$ cat src/plcm_pkg.sv
// ----------------------------------------------------------------------------
// plcm_pkg
// Shared constants, types and controller commands for the colour map.
// ----------------------------------------------------------------------------
package plcm_pkg;

  localparam int PaletteDepth = 16;
  localparam int MaxColours   = 4096;

  localparam int KeyW   = 16;
  localparam int ChanW  = 16;
  localparam int CountW = 13;
  localparam int PcntW  = 5;
  localparam int SlotW  = 4;
  localparam int CslotW = 12;
  localparam int CfgW   = 16;
  localparam int CfgIdxW = 2;

  // divider widths: scalar numerator up to 12+17 bits, rounded channel operands up to 34 and 18 bits
  localparam int DivNW = 34;
  localparam int DivDW = 18;

  localparam logic [1:0] MODE_WRITE  = 2'd0;
  localparam logic [1:0] MODE_COLOUR = 2'd1;
  localparam logic [1:0] MODE_INDEX  = 2'd2;

  localparam logic [CfgIdxW-1:0] REG_RANGE_MIN = 2'd0;
  localparam logic [CfgIdxW-1:0] REG_RANGE_MAX = 2'd1;
  localparam logic [CfgIdxW-1:0] REG_COL_COUNT = 2'd2;
  localparam logic [CfgIdxW-1:0] REG_PAL_COUNT = 2'd3;

  // commands from controller to datapath
  typedef struct packed {
    logic load;      // capture the input word
    logic wr_pal;    // write palette entry
    logic div_start; // start divider on prepared operands
    logic sel_div;   // 0 scalar or index division, 1 rounded channel division
    logic scan;      // step the interval search
    logic scan_init;
    logic fetch;     // read interval anchors
    logic prep_ch;   // set up channel division
    logic ch_take;   // store channel result
    logic idx_take;  // store index result
    logic scal_take; // store scalar result
    logic out_load;  // load output register
  } plcm_cmd_t;

  typedef struct packed {
    logic div_busy;
    logic scan_done;
  } plcm_sts_t;

endpackage

$ cat src/piecewise_linear_colour_map.sv
// Sequence from the accepting edge to out_valid: palette write or mode 3 go to
// the output register; index query, a division, then the quotient is taken;
// colour query, a scalar division, a scan of the anchors, anchor fetch, then one
// rounded division a channel.
// Throughput: one word at a time; in_ready returns the cycle after the result
// is taken. Reset (synchronous, active low) clears the sequencer and sets the
// registers to range 0..256, 256 colours, 2 anchors; the palette is not cleared.
// ----------------------------------------------------------------------------
// piecewise_linear_colour_map
// Piecewise-linear colour scale with palette store and scalar quantiser.
// ----------------------------------------------------------------------------
module piecewise_linear_colour_map #(
  parameter int PALETTE_DEPTH = plcm_pkg::PaletteDepth,
  parameter int MAX_COLOURS   = plcm_pkg::MaxColours
) (
  input  logic                              clk,
  input  logic                              rst_n,
  input  logic                              cfg_we,
  input  logic [plcm_pkg::CfgIdxW-1:0]      cfg_index,
  input  logic [plcm_pkg::CfgW-1:0]         cfg_data,
  input  logic                              in_valid,
  output logic                              in_ready,
  input  logic [1:0]                        in_mode,
  input  logic [plcm_pkg::SlotW-1:0]        in_entry_slot,
  input  logic signed [plcm_pkg::KeyW-1:0]  in_entry_key,
  input  logic [plcm_pkg::ChanW-1:0]        in_entry_red,
  input  logic [plcm_pkg::ChanW-1:0]        in_entry_green,
  input  logic [plcm_pkg::ChanW-1:0]        in_entry_blue,
  input  logic [plcm_pkg::CslotW-1:0]       in_colour_slot,
  input  logic signed [plcm_pkg::KeyW-1:0]  in_sample_value,
  output logic                              out_valid,
  input  logic                              out_ready,
  output logic [plcm_pkg::ChanW-1:0]        out_red,
  output logic [plcm_pkg::ChanW-1:0]        out_green,
  output logic [plcm_pkg::ChanW-1:0]        out_blue,
  output logic [plcm_pkg::CslotW-1:0]       out_colour_index,
  output logic                              out_out_of_range
);
  import plcm_pkg::*;

  // configuration registers
  logic signed [KeyW-1:0] range_min_r, range_max_r;
  logic [CountW-1:0]      colour_count_r;
  logic [PcntW-1:0]       palette_count_r;

  always_ff @(posedge clk) begin
    if (!rst_n) begin
      range_min_r     <= '0;
      range_max_r     <= KeyW'(256);
      colour_count_r  <= CountW'(256);
      palette_count_r <= PcntW'(2);
    end else if (cfg_we) begin
      case (cfg_index)
        REG_RANGE_MIN: range_min_r     <= cfg_data;
        REG_RANGE_MAX: range_max_r     <= cfg_data;
        REG_COL_COUNT: colour_count_r  <= cfg_data[CountW-1:0];
        REG_PAL_COUNT: palette_count_r <= cfg_data[PcntW-1:0];
        default: ;
      endcase
    end
  end

  plcm_cmd_t  cmd;
  plcm_sts_t  sts;
  logic [1:0] ch_sel;

  // sequencer: one word in flight, result held until taken
  plcm_ctrl u_ctrl (
    .clk       (clk),
    .rst_n     (rst_n),
    .in_valid  (in_valid),
    .in_ready  (in_ready),
    .in_mode   (in_mode),
    .out_valid (out_valid),
    .out_ready (out_ready),
    .sts       (sts),
    .cmd       (cmd),
    .ch_sel    (ch_sel)
  );

  plcm_datapath #(
    .PALETTE_DEPTH (PALETTE_DEPTH),
    .MAX_COLOURS   (MAX_COLOURS)
  ) u_dp (
    .clk              (clk),
    .rst_n            (rst_n),
    .cmd              (cmd),
    .sts              (sts),
    .ch_sel           (ch_sel),
    .in_mode          (in_mode),
    .in_entry_slot    (in_entry_slot),
    .in_entry_key     (in_entry_key),
    .in_entry_red     (in_entry_red),
    .in_entry_green   (in_entry_green),
    .in_entry_blue    (in_entry_blue),
    .in_colour_slot   (in_colour_slot),
    .in_sample_value  (in_sample_value),
    .range_min        (range_min_r),
    .range_max        (range_max_r),
    .colour_count     (colour_count_r),
    .palette_count    (palette_count_r),
    .out_red          (out_red),
    .out_green        (out_green),
    .out_blue         (out_blue),
    .out_colour_index (out_colour_index),
    .out_out_of_range (out_out_of_range)
  );

endmodule

$ cat src/plcm_div.sv
// ----------------------------------------------------------------------------
// plcm_div
// Restoring unsigned divider, one quotient bit per cycle.
// ----------------------------------------------------------------------------
module plcm_div (
  input  logic                          clk,
  input  logic                          rst_n,
  input  logic                          start,
  input  logic [plcm_pkg::DivNW-1:0]    num,
  input  logic [plcm_pkg::DivDW-1:0]    den,
  output logic                          busy,
  output logic [plcm_pkg::DivNW-1:0]    quot,
  output logic [plcm_pkg::DivDW-1:0]    rem
);
  import plcm_pkg::*;

  localparam int CntW = $clog2(DivNW + 1);

  logic [CntW-1:0]  cnt_r;
  logic [DivNW-1:0] q_r;
  logic [DivDW:0]   rem_r;
  logic [DivDW-1:0] den_r;
  logic [DivDW:0]   trial;

  assign trial = {rem_r[DivDW-1:0], q_r[DivNW-1]} - {1'b0, den_r};

  always_ff @(posedge clk) begin
    if (!rst_n) begin
      cnt_r <= '0;
    end else if (start) begin
      cnt_r <= CntW'(DivNW);
    end else if (cnt_r != '0) begin
      cnt_r <= cnt_r - 1'b1;
    end
  end

  always_ff @(posedge clk) begin
    if (start) begin
      q_r   <= num;
      rem_r <= '0;
      den_r <= den;
    end else if (cnt_r != '0) begin
      if (!trial[DivDW]) begin
        rem_r <= trial;
        q_r   <= {q_r[DivNW-2:0], 1'b1};
      end else begin
        rem_r <= {rem_r[DivDW-1:0], q_r[DivNW-1]};
        q_r   <= {q_r[DivNW-2:0], 1'b0};
      end
    end
  end

  assign busy = (cnt_r != '0);
  assign quot = q_r;
  assign rem  = rem_r[DivDW-1:0];

endmodule

$ cat src/plcm_datapath.sv
// ----------------------------------------------------------------------------
// plcm_datapath
// Palette store, interval search, divider and output register.
// ----------------------------------------------------------------------------
module plcm_datapath #(
  parameter int PALETTE_DEPTH = plcm_pkg::PaletteDepth,
  parameter int MAX_COLOURS   = plcm_pkg::MaxColours
) (
  input  logic                              clk,
  input  logic                              rst_n,
  input  plcm_pkg::plcm_cmd_t               cmd,
  output plcm_pkg::plcm_sts_t               sts,
  input  logic [1:0]                        ch_sel,
  input  logic [1:0]                        in_mode,
  input  logic [plcm_pkg::SlotW-1:0]        in_entry_slot,
  input  logic signed [plcm_pkg::KeyW-1:0]  in_entry_key,
  input  logic [plcm_pkg::ChanW-1:0]        in_entry_red,
  input  logic [plcm_pkg::ChanW-1:0]        in_entry_green,
  input  logic [plcm_pkg::ChanW-1:0]        in_entry_blue,
  input  logic [plcm_pkg::CslotW-1:0]       in_colour_slot,
  input  logic signed [plcm_pkg::KeyW-1:0]  in_sample_value,
  input  logic signed [plcm_pkg::KeyW-1:0]  range_min,
  input  logic signed [plcm_pkg::KeyW-1:0]  range_max,
  input  logic [plcm_pkg::CountW-1:0]       colour_count,
  input  logic [plcm_pkg::PcntW-1:0]        palette_count,
  output logic [plcm_pkg::ChanW-1:0]        out_red,
  output logic [plcm_pkg::ChanW-1:0]        out_green,
  output logic [plcm_pkg::ChanW-1:0]        out_blue,
  output logic [plcm_pkg::CslotW-1:0]       out_colour_index,
  output logic                              out_out_of_range
);
  import plcm_pkg::*;

  localparam int AddrW = $clog2(PALETTE_DEPTH);
  localparam int EntW  = KeyW + 3 * ChanW;

  logic [EntW-1:0] pal_mem [PALETTE_DEPTH];
  logic [EntW-1:0] rd_data_r;

  logic [1:0]               mode_r;
  logic [SlotW-1:0]         slot_r;
  logic [EntW-1:0]          entry_r;
  logic [CslotW-1:0]        cslot_r;
  logic signed [KeyW-1:0]   samp_r;

  // effective configuration
  logic signed [KeyW-1:0] emax;
  logic [KeyW:0]          span;
  logic [CountW-1:0]      ecnt;
  logic [AddrW:0]         epc;

  always_comb begin
    emax = (range_max < range_min) ? range_min : range_max;
    span = (KeyW+1)'(17'(emax) - 17'(range_min));
    if (colour_count == '0) ecnt = CountW'(1);
    else if (32'(colour_count) > MAX_COLOURS) ecnt = CountW'(MAX_COLOURS);
    else ecnt = colour_count;
    if (palette_count < 5'd2) epc = (AddrW+1)'(2);
    else if (32'(palette_count) > PALETTE_DEPTH) epc = (AddrW+1)'(PALETTE_DEPTH);
    else epc = (AddrW+1)'(palette_count);
  end

  always_ff @(posedge clk) begin
    if (cmd.load) begin
      mode_r  <= in_mode;
      slot_r  <= in_entry_slot;
      entry_r <= {in_entry_key, in_entry_red, in_entry_green, in_entry_blue};
      cslot_r <= in_colour_slot;
      samp_r  <= in_sample_value;
    end
  end

  // scan pointer and lower anchor
  logic [AddrW:0]         scan_r;
  logic [AddrW-1:0]       lo_r;
  logic signed [KeyW-1:0] s_r;
  logic                   fetch_hi_r;

  logic [AddrW-1:0] rd_addr;
  always_comb begin
    if (cmd.fetch) rd_addr = fetch_hi_r ? lo_r + 1'b1 : lo_r;
    else           rd_addr = scan_r[AddrW-1:0];
  end

  always_ff @(posedge clk) begin
    if (cmd.wr_pal && 32'(slot_r) < PALETTE_DEPTH)
      pal_mem[AddrW'(slot_r)] <= entry_r;
    rd_data_r <= pal_mem[rd_addr];
  end

  // scan: read entry scan_r, compare in the cycle after
  logic             cmp_v_r;
  logic [AddrW-1:0] cmp_k_r;
  always_ff @(posedge clk) begin
    if (!rst_n) begin
      cmp_v_r <= 1'b0;
      scan_r  <= '0;
    end else if (cmd.scan_init) begin
      scan_r  <= '0;
      cmp_v_r <= 1'b0;
    end else if (cmd.scan) begin
      cmp_v_r <= (scan_r + 1'b1 < epc);
      cmp_k_r <= scan_r[AddrW-1:0];
      if (scan_r + 1'b1 < epc) scan_r <= scan_r + 1'b1;
    end else begin
      cmp_v_r <= 1'b0;
    end
  end
  always_ff @(posedge clk) begin
    if (cmd.scan_init) lo_r <= '0;
    else if (cmp_v_r && $signed(rd_data_r[EntW-1 -: KeyW]) <= s_r) lo_r <= cmp_k_r;
  end
  assign sts.scan_done = !cmd.scan || (scan_r + 1'b1 >= epc);

  // fetch lower then upper anchor
  logic [EntW-1:0] a_r, b_r;
  logic [1:0]      fph_r;
  always_ff @(posedge clk) begin
    if (!rst_n) begin
      fph_r <= '0;
      fetch_hi_r <= 1'b0;
    end else if (cmd.fetch) begin
      fetch_hi_r <= 1'b1;
      fph_r <= fph_r + 1'b1;
    end else begin
      fetch_hi_r <= 1'b0;
      fph_r <= '0;
    end
  end
  always_ff @(posedge clk) begin
    if (fph_r == 2'd1) a_r <= rd_data_r;
    if (fph_r == 2'd2) b_r <= rd_data_r;
  end

  // divider operands
  logic              d_start;
  logic [DivNW-1:0]  d_num;
  logic [DivDW-1:0]  d_den;
  logic              d_busy;
  logic [DivNW-1:0]  d_quot;
  logic [DivDW-1:0]  d_rem;

  logic [DivNW-1:0]  pnum_r;
  logic [DivDW-1:0]  pden_r;
  logic              neg_r;
  logic              zden_r;

  logic [CslotW-1:0] ci;
  logic [CslotW-1:0] cm1;
  always_comb begin
    cm1 = CslotW'(ecnt - 1'b1);
    ci  = (cslot_r > cm1) ? cm1 : cslot_r;
  end

  // channel setup: (chi-clo)*(s-klo), den khi-klo
  logic signed [ChanW+1:0]  dch;
  logic signed [KeyW+1:0]   dks;
  logic signed [KeyW+1:0]   dkk;
  logic [ChanW-1:0]         clo;
  logic signed [ChanW+KeyW+3:0] prod;
  always_comb begin
    case (ch_sel)
      2'd0: begin
        clo = a_r[3*ChanW-1 -: ChanW];
        dch = (ChanW+2)'(b_r[3*ChanW-1 -: ChanW]) - (ChanW+2)'(clo);
      end
      2'd1: begin
        clo = a_r[2*ChanW-1 -: ChanW];
        dch = (ChanW+2)'(b_r[2*ChanW-1 -: ChanW]) - (ChanW+2)'(clo);
      end
      default: begin
        clo = a_r[ChanW-1:0];
        dch = (ChanW+2)'(b_r[ChanW-1:0]) - (ChanW+2)'(clo);
      end
    endcase
    dks = (KeyW+2)'(s_r) - (KeyW+2)'($signed(a_r[EntW-1 -: KeyW]));
    dkk = (KeyW+2)'($signed(b_r[EntW-1 -: KeyW])) -
          (KeyW+2)'($signed(a_r[EntW-1 -: KeyW]));
  end

  logic signed [ChanW+KeyW+3:0] prod_r;
  logic [ChanW-1:0]             clo_r;
  always_ff @(posedge clk) begin
    prod_r <= (ChanW+KeyW+4)'(dch) * (ChanW+KeyW+4)'(dks);
    clo_r  <= clo;
  end
  assign prod = prod_r;

  always_ff @(posedge clk) begin
    if (cmd.prep_ch) begin
      neg_r  <= prod[ChanW+KeyW+3] ^ dkk[KeyW+1];
      zden_r <= (dkk == '0);
      pnum_r <= DivNW'(prod[ChanW+KeyW+3] ? -prod : prod);
      pden_r <= DivDW'(dkk[KeyW+1] ? -dkk : dkk);
    end
  end

  always_comb begin
    if (!cmd.sel_div) begin
      if (mode_r == MODE_INDEX) begin
        d_num = DivNW'(cm1) * DivNW'(17'(samp_r) - 17'(range_min));
      end else begin
        d_num = DivNW'(ci) * DivNW'(span);
      end
      d_den = (mode_r == MODE_INDEX) ? DivDW'(span) : DivDW'(cm1);
    end else begin
      // rounded: (2n + d) / (2d)
      d_num = (pnum_r << 1) + DivNW'(pden_r);
      d_den = pden_r << 1;
    end
  end
  assign d_start = cmd.div_start;

  plcm_div u_div (
    .clk   (clk),
    .rst_n (rst_n),
    .start (d_start),
    .num   (d_num),
    .den   (d_den),
    .busy  (d_busy),
    .quot  (d_quot),
    .rem   (d_rem)
  );
  assign sts.div_busy = d_busy;

  // scalar for colour query
  always_ff @(posedge clk) begin
    if (cmd.scal_take) begin
      if (ecnt > CountW'(1)) s_r <= KeyW'(17'(range_min) + 17'(d_quot));
      else                   s_r <= range_min;
    end
  end

  // channel results
  logic signed [DivNW+1:0] chv;
  logic [ChanW-1:0]        chsat;
  always_comb begin
    if (zden_r) chv = (DivNW+2)'(clo_r);
    else if (neg_r) chv = (DivNW+2)'(clo_r) - (DivNW+2)'(d_quot);
    else chv = (DivNW+2)'(clo_r) + (DivNW+2)'(d_quot);
    if (chv < 0) chsat = '0;
    else if (chv > (DivNW+2)'(65535)) chsat = '1;
    else chsat = chv[ChanW-1:0];
  end

  logic [ChanW-1:0] r_r, g_r, bl_r;
  always_ff @(posedge clk) begin
    if (cmd.ch_take) begin
      case (ch_sel)
        2'd0:    r_r  <= chsat;
        2'd1:    g_r  <= chsat;
        default: bl_r <= chsat;
      endcase
    end
  end

  // index result
  logic [CslotW-1:0] idx_r;
  logic              oor_r;
  always_ff @(posedge clk) begin
    if (cmd.idx_take) begin
      oor_r <= (samp_r < range_min) || (samp_r > emax);
      if ((samp_r < range_min) || (samp_r > emax) || span == '0) idx_r <= '0;
      else idx_r <= d_quot[CslotW-1:0];
    end
  end

  always_ff @(posedge clk) begin
    if (cmd.out_load) begin
      out_red   <= (mode_r == MODE_COLOUR) ? r_r  : '0;
      out_green <= (mode_r == MODE_COLOUR) ? g_r  : '0;
      out_blue  <= (mode_r == MODE_COLOUR) ? bl_r : '0;
      out_colour_index <= (mode_r == MODE_INDEX) ? idx_r : '0;
      out_out_of_range <= (mode_r == MODE_INDEX) ? oor_r : 1'b0;
    end
  end

  logic unused_ok;
  assign unused_ok = ^d_rem;

endmodule

$ cat src/plcm_ctrl.sv
// ----------------------------------------------------------------------------
// plcm_ctrl
// Sequencer for one word: capture, search, divide, present result.
// ----------------------------------------------------------------------------
module plcm_ctrl (
  input  logic                clk,
  input  logic                rst_n,
  input  logic                in_valid,
  output logic                in_ready,
  input  logic [1:0]          in_mode,
  output logic                out_valid,
  input  logic                out_ready,
  input  plcm_pkg::plcm_sts_t sts,
  output plcm_pkg::plcm_cmd_t cmd,
  output logic [1:0]          ch_sel
);
  import plcm_pkg::*;

  localparam logic [3:0] S_IDLE  = 4'd0;
  localparam logic [3:0] S_DISP  = 4'd1;
  localparam logic [3:0] S_SDIV  = 4'd2;
  localparam logic [3:0] S_SWAIT = 4'd3;
  localparam logic [3:0] S_SCAN  = 4'd4;
  localparam logic [3:0] S_DRAIN = 4'd5;
  localparam logic [3:0] S_FETCH = 4'd6;
  localparam logic [3:0] S_MUL   = 4'd7;
  localparam logic [3:0] S_PREP  = 4'd8;
  localparam logic [3:0] S_CDIV  = 4'd9;
  localparam logic [3:0] S_CWAIT = 4'd10;
  localparam logic [3:0] S_IWAIT = 4'd11;
  localparam logic [3:0] S_OUT   = 4'd12;
  localparam logic [3:0] S_WAIT  = 4'd13;

  logic [3:0] st_r, st_nxt;
  logic [1:0] mode_r;
  logic [1:0] ch_r, ch_nxt;
  logic [1:0] cnt_r, cnt_nxt;
  logic       ov_r, ov_nxt;

  assign in_ready  = (st_r == S_IDLE) && !ov_r;
  assign out_valid = ov_r;
  assign ch_sel    = ch_r;

  always_comb begin
    st_nxt  = st_r;
    ch_nxt  = ch_r;
    cnt_nxt = cnt_r;
    ov_nxt  = ov_r;
    cmd     = '0;
    if (ov_r && out_ready) ov_nxt = 1'b0;
    case (st_r)
      S_IDLE: begin
        if (in_valid && in_ready) begin
          cmd.load = 1'b1;
          st_nxt = S_DISP;
        end
      end
      S_DISP: begin
        if (mode_r == MODE_WRITE) begin
          cmd.wr_pal = 1'b1;
          st_nxt = S_OUT;
        end else if (mode_r == MODE_COLOUR || mode_r == MODE_INDEX) begin
          st_nxt = S_SDIV;
        end else begin
          st_nxt = S_OUT;
        end
      end
      S_SDIV: begin
        cmd.div_start = 1'b1;
        st_nxt = (mode_r == MODE_INDEX) ? S_IWAIT : S_SWAIT;
      end
      S_SWAIT: begin
        if (!sts.div_busy) begin
          cmd.scal_take = 1'b1;
          cmd.scan_init = 1'b1;
          st_nxt = S_SCAN;
        end
      end
      S_SCAN: begin
        cmd.scan = 1'b1;
        if (sts.scan_done) begin
          st_nxt  = S_DRAIN;
          cnt_nxt = 2'd0;
        end
      end
      S_DRAIN: begin
        cnt_nxt = cnt_r + 1'b1;
        if (cnt_r == 2'd1) begin
          st_nxt  = S_FETCH;
          cnt_nxt = 2'd0;
        end
      end
      S_FETCH: begin
        cmd.fetch = 1'b1;
        cnt_nxt = cnt_r + 1'b1;
        if (cnt_r == 2'd2) begin
          st_nxt = S_MUL;
          ch_nxt = 2'd0;
        end
      end
      S_MUL: begin
        st_nxt = S_PREP;
      end
      S_PREP: begin
        cmd.prep_ch = 1'b1;
        st_nxt = S_CDIV;
      end
      S_CDIV: begin
        cmd.sel_div   = 1'b1;
        cmd.div_start = 1'b1;
        st_nxt = S_CWAIT;
      end
      S_CWAIT: begin
        cmd.sel_div = 1'b1;
        if (!sts.div_busy) begin
          cmd.ch_take = 1'b1;
          if (ch_r == 2'd2) begin
            st_nxt = S_OUT;
          end else begin
            ch_nxt = ch_r + 1'b1;
            st_nxt = S_MUL;
          end
        end
      end
      S_IWAIT: begin
        if (!sts.div_busy) begin
          cmd.idx_take = 1'b1;
          st_nxt = S_OUT;
        end
      end
      S_OUT: begin
        if (!ov_nxt) begin
          cmd.out_load = 1'b1;
          ov_nxt = 1'b1;
          st_nxt = S_IDLE;
        end
      end
      default: st_nxt = S_IDLE;
    endcase
  end

  always_ff @(posedge clk) begin
    if (!rst_n) begin
      st_r  <= S_IDLE;
      ch_r  <= '0;
      cnt_r <= '0;
      ov_r  <= 1'b0;
    end else begin
      st_r  <= st_nxt;
      ch_r  <= ch_nxt;
      cnt_r <= cnt_nxt;
      ov_r  <= ov_nxt;
    end
  end

  always_ff @(posedge clk) begin
    if (cmd.load) mode_r <= in_mode;
  end

endmodule

$ cat config.mk
export PLATFORM = sky130hd
export DESIGN_NAME = piecewise_linear_colour_map
export DESIGN_NICKNAME = d
export VERILOG_FILES = /design/src/plcm_pkg.sv /design/src/piecewise_linear_colour_map.sv /design/src/plcm_div.sv /design/src/plcm_datapath.sv /design/src/plcm_ctrl.sv
export SDC_FILE = /design/constraint.sdc
export NUM_CORES = 2
export LEC_CHECK = 0
export BUFFER_PORTS_ARGS = -buffer_cell sky130_fd_sc_hd__buf_2
export CAP_MARGIN = 20
export CORE_MARGIN = 5
export CORE_UTILIZATION = 40
export CTS_BUF_LIST = sky130_fd_sc_hd__clkbuf_4
export DETAILED_ROUTE_END_ITERATION = 8
export SETUP_SLACK_MARGIN = 0.1
export SLEW_MARGIN = 20
export SYNTH_ARGS = -nofsm -noshare
export SYNTH_HDL_FRONTEND = slang
export SYNTH_SLANG_ARGS = --single-unit
export TNS_END_PERCENT = 10
$ cat constraint.sdc
create_clock -name clk -period 9.9 [get_ports clk]
set_clock_uncertainty 0.05 [all_clocks]
set_input_delay 1.98 -clock clk [delete_from_list [all_inputs] [get_ports clk]]
set_output_delay 1.98 -clock clk [all_outputs]
set_load 0.03 [all_outputs]
==> reports/results.txt <==
Yosys Warn Count = 0
IO Port Bufs = 183
Die Wd = 507.9 um
first-pass GRT wire length = 412500 um
Worst path max stage delay = 0.57 ns
Gate Count Post-Synth = 7802
Post-Syn Area = 99170 um2
I/O pin count = 184
Residual DRC = 0
cts hold-fix bufs = 0
layout cell share with drive strength beyond 1 = 0.1844
largest net degree at the start of global routing = 115
die height = 507.9 um
RSZ-0062 raised after global routing = true
Clock Sinks = 1707
Arr. time, crit path = 10.28 ns
slowest CP cell = fa_1
Clock Latency Late Sink = 1.23 ns
CTS tree = yes
cell with the most instances after synthesis = edfxtp_1
Final Cycle Share = 0.9580
Rows = 182
Slew headroom = 0.2767
Setup Crit Path Kind = flop to flop
Multi-input gate area = 46280 um2
Final GP Congestion = 0.9615
die area = 258000 um2
CTS clk-pin slew, worst paths = 0.06 ns
antenna viol nets, final = 0
CTS root buf = clkbuf_4
worst endpoint required time = 10.69 ns
nets = 9735
initial antenna violation count = 25
Congestion Overflow GR = 0
ranking of synthesized cells by area = edfxtp_1 (45%), fa_1 (13%), ha_1 (6.1%)
post-synthesis sequential area ratio = 0.4957
max frequency = 0.1054 GHz
Register Area = 49160 um2
worst-case reg-to-reg path depth = 44
largest area contributor in the netlist = edfxtp_1
Core Region = 246400 um2
Synth Flop Type = edfxtp_1
Avg Cell Area, Syn = 12.71 um2
GR Util All Layers = 0.2100
hold path depth = 0
vias in the first global route = 66580
DR vias/cell = 5.290
Max-cap violations = 0
number of flops mapped to enable cells by yosys = 1497
Clock Tree Buf Depth = 4
worst-margin pin slew = 1.081 ns
via count = 64300
CTS Buf Count = 432
Setup violations, final = 0
CP max FO = 5
Period minus WS final = 9.485 ns
average routed wire per standard cell = 22.52 um
dpl hpwl = 193300 um
Cell variety after synth = 80
Worst Hold Class = flop to flop
Fill cells = 22560
Critical Path End Type = flop
Synth top area share = 0.4533
final hold vios = 0
run status = complete, no violations
Initial Util = 0.4025
share of flip-flops with an asynchronous set or reset = 0
syn nets = 9065
CTS H-tree lvls = 5
Setup TNS = 0 ns
area grow syn2layout = 13.27%
Yosys reg bits = 1707
Startpoint Class = flop
first-pass detailed-route iteration total = 6
Slew Viols, Final = 0
CP dominant cell by count = fa_1
DR iter-0 viols = 5447
Routed WL = 273800 um
commonest cells in the netlist = edfxtp_1 (1497), inv_1 (883), nand2_1 (762)
-- cells in the final DEF, fill, tap and decap left out, types with 79 or more instances in the layout --
master and instances:
ha_1 470, nor3_1 80, clkbuf_4 616, a21oi_1 312
nand3_1 79, o21ai_0 175, fa_1 660, clkinv_1 135
nand2b_1 99, dfxtp_1 209, nand2_1 756, a21o_1 80
buf_2 183, nor2b_1 159, mux4_2 256, a211oi_1 97
edfxtp_1 1497, nor2_1 407, xor2_1 102, mux2i_1 104
and2_1 164, inv_1 881, buf_4 328, xnor2_1 201
-- worst paths after layout --
path                            slack, ns                         from                       endpoint
worst max-delay path                 0.42  range_min_r[1]$_SDFFE_PN0P_  u_dp.u_div.quot[28]$_DFFE_PP_
worst min register to register       0.37   u_dp.rd_data_r[11]$_DFF_P_         u_dp.a_r[11]$_DFFE_PN_
worst max register to register       0.42  range_min_r[1]$_SDFFE_PN0P_  u_dp.u_div.quot[28]$_DFFE_PP_
worst min-delay path                 0.37   u_dp.rd_data_r[11]$_DFF_P_         u_dp.a_r[11]$_DFFE_PN_
-- critical path, delay by kind of cell (launching register included) --
kind	cells	cell delay [ns]
AOI/OAI and AO/OA	21	3.78
xor gates and xnor gates	1	0.30
adders and majority gates	8	3.39
buffers and inverters	6	0.48
DFF	1	0.33
muxes	1	0.33
and+or+nand+nor	7	0.52
-- cells by family (layout without fill, tap and decap cells) --
logic type | count (synthesis) | in the layout | share of synthesized area
multiplexers | 387 | 387 | 0.07169
AND/OR/NAND/NOR | 1969 | 1969 | 0.09340
XOR/XNOR | 312 | 312 | 0.02755
adder cells (fa/ha/maj) | 1142 | 1142 | 0.1942
buffers and inverters | 1181 | 2214 | 0.04485
AO/OA/AOI/OAI | 1103 | 1103 | 0.07261
other | 1 | 9 | 0.00003781
flip-flops | 1707 | 1707 | 0.4957
-- stage by stage --
| step | hold WS (ns) | instance area [um2] | utilization | instances | setup WS [ns] |
|---|---|---|---|---|---|
| floorplan | 0.3537 | 99260 | - | 7802 | 0.1019 |
| global placement | 0.3620 | 106000 | 0.4302 | 11330 | -0.04184 |
| detailed placement | 0.3662 | 106000 | 0.4302 | 11330 | -0.1739 |
| CTS | 0.3428 | 111700 | 0.4535 | 12130 | 0.04484 |
| global route | 0.3549 | 112300 | 0.4559 | 12150 | 0.02848 |
| finish | 0.3673 | 112300 | 0.4559 | 12160 | 0.4154 |
-- repair_timing --
action	CTS	global route
setup endpoints to repair	7	23
resized for setup	21	82
cloned	0	3
pin swaps	7	55
hold endpoints to repair	0	0
setup buffers	1	15
-- routing by layer --
metal / share of wire / global-route usage / vias to the layer above / wire (um)
met5: 0.00033 / 0 / - / 89
met4: 0.033 / 0.06989 / 12 / 9028
met3: 0.067 / 0.03805 / 462 / 18380
met2: 0.47 / 0.3418 / 2219 / 129300
met1: 0.43 / 0.2854 / 32490 / 117000
li1: - / - / 29120 / -
-- state kept, by name, indices dropped and copies added (netlist names), 33 cells and up --
signal and cells:
u_dp.b_r 64, u_dp.a_r 64, u_dp.prod 34, u_dp.entry_r 64, u_dp.pal_mem 1024, u_dp.pnum_r 33
u_dp.u_div.quot 34, u_dp.rd_data_r 64
-- cell type report --
type | instances | area share
inverters | 886 | 0.02961
clock inverters | 181 | 0.009312
well taps | 3312 | 0.03689
flip-flops and latches | 1707 | 0.4376
multi-input cells | 4914 | 0.4120
repair buffers | 531 | 0.03323
clock buffers | 616 | 0.04117
diodes | 8 | 0.0001782
Power is not shown: default switching activity piles up to over one toggle a cycle in this logic, so the estimate is an artifact.
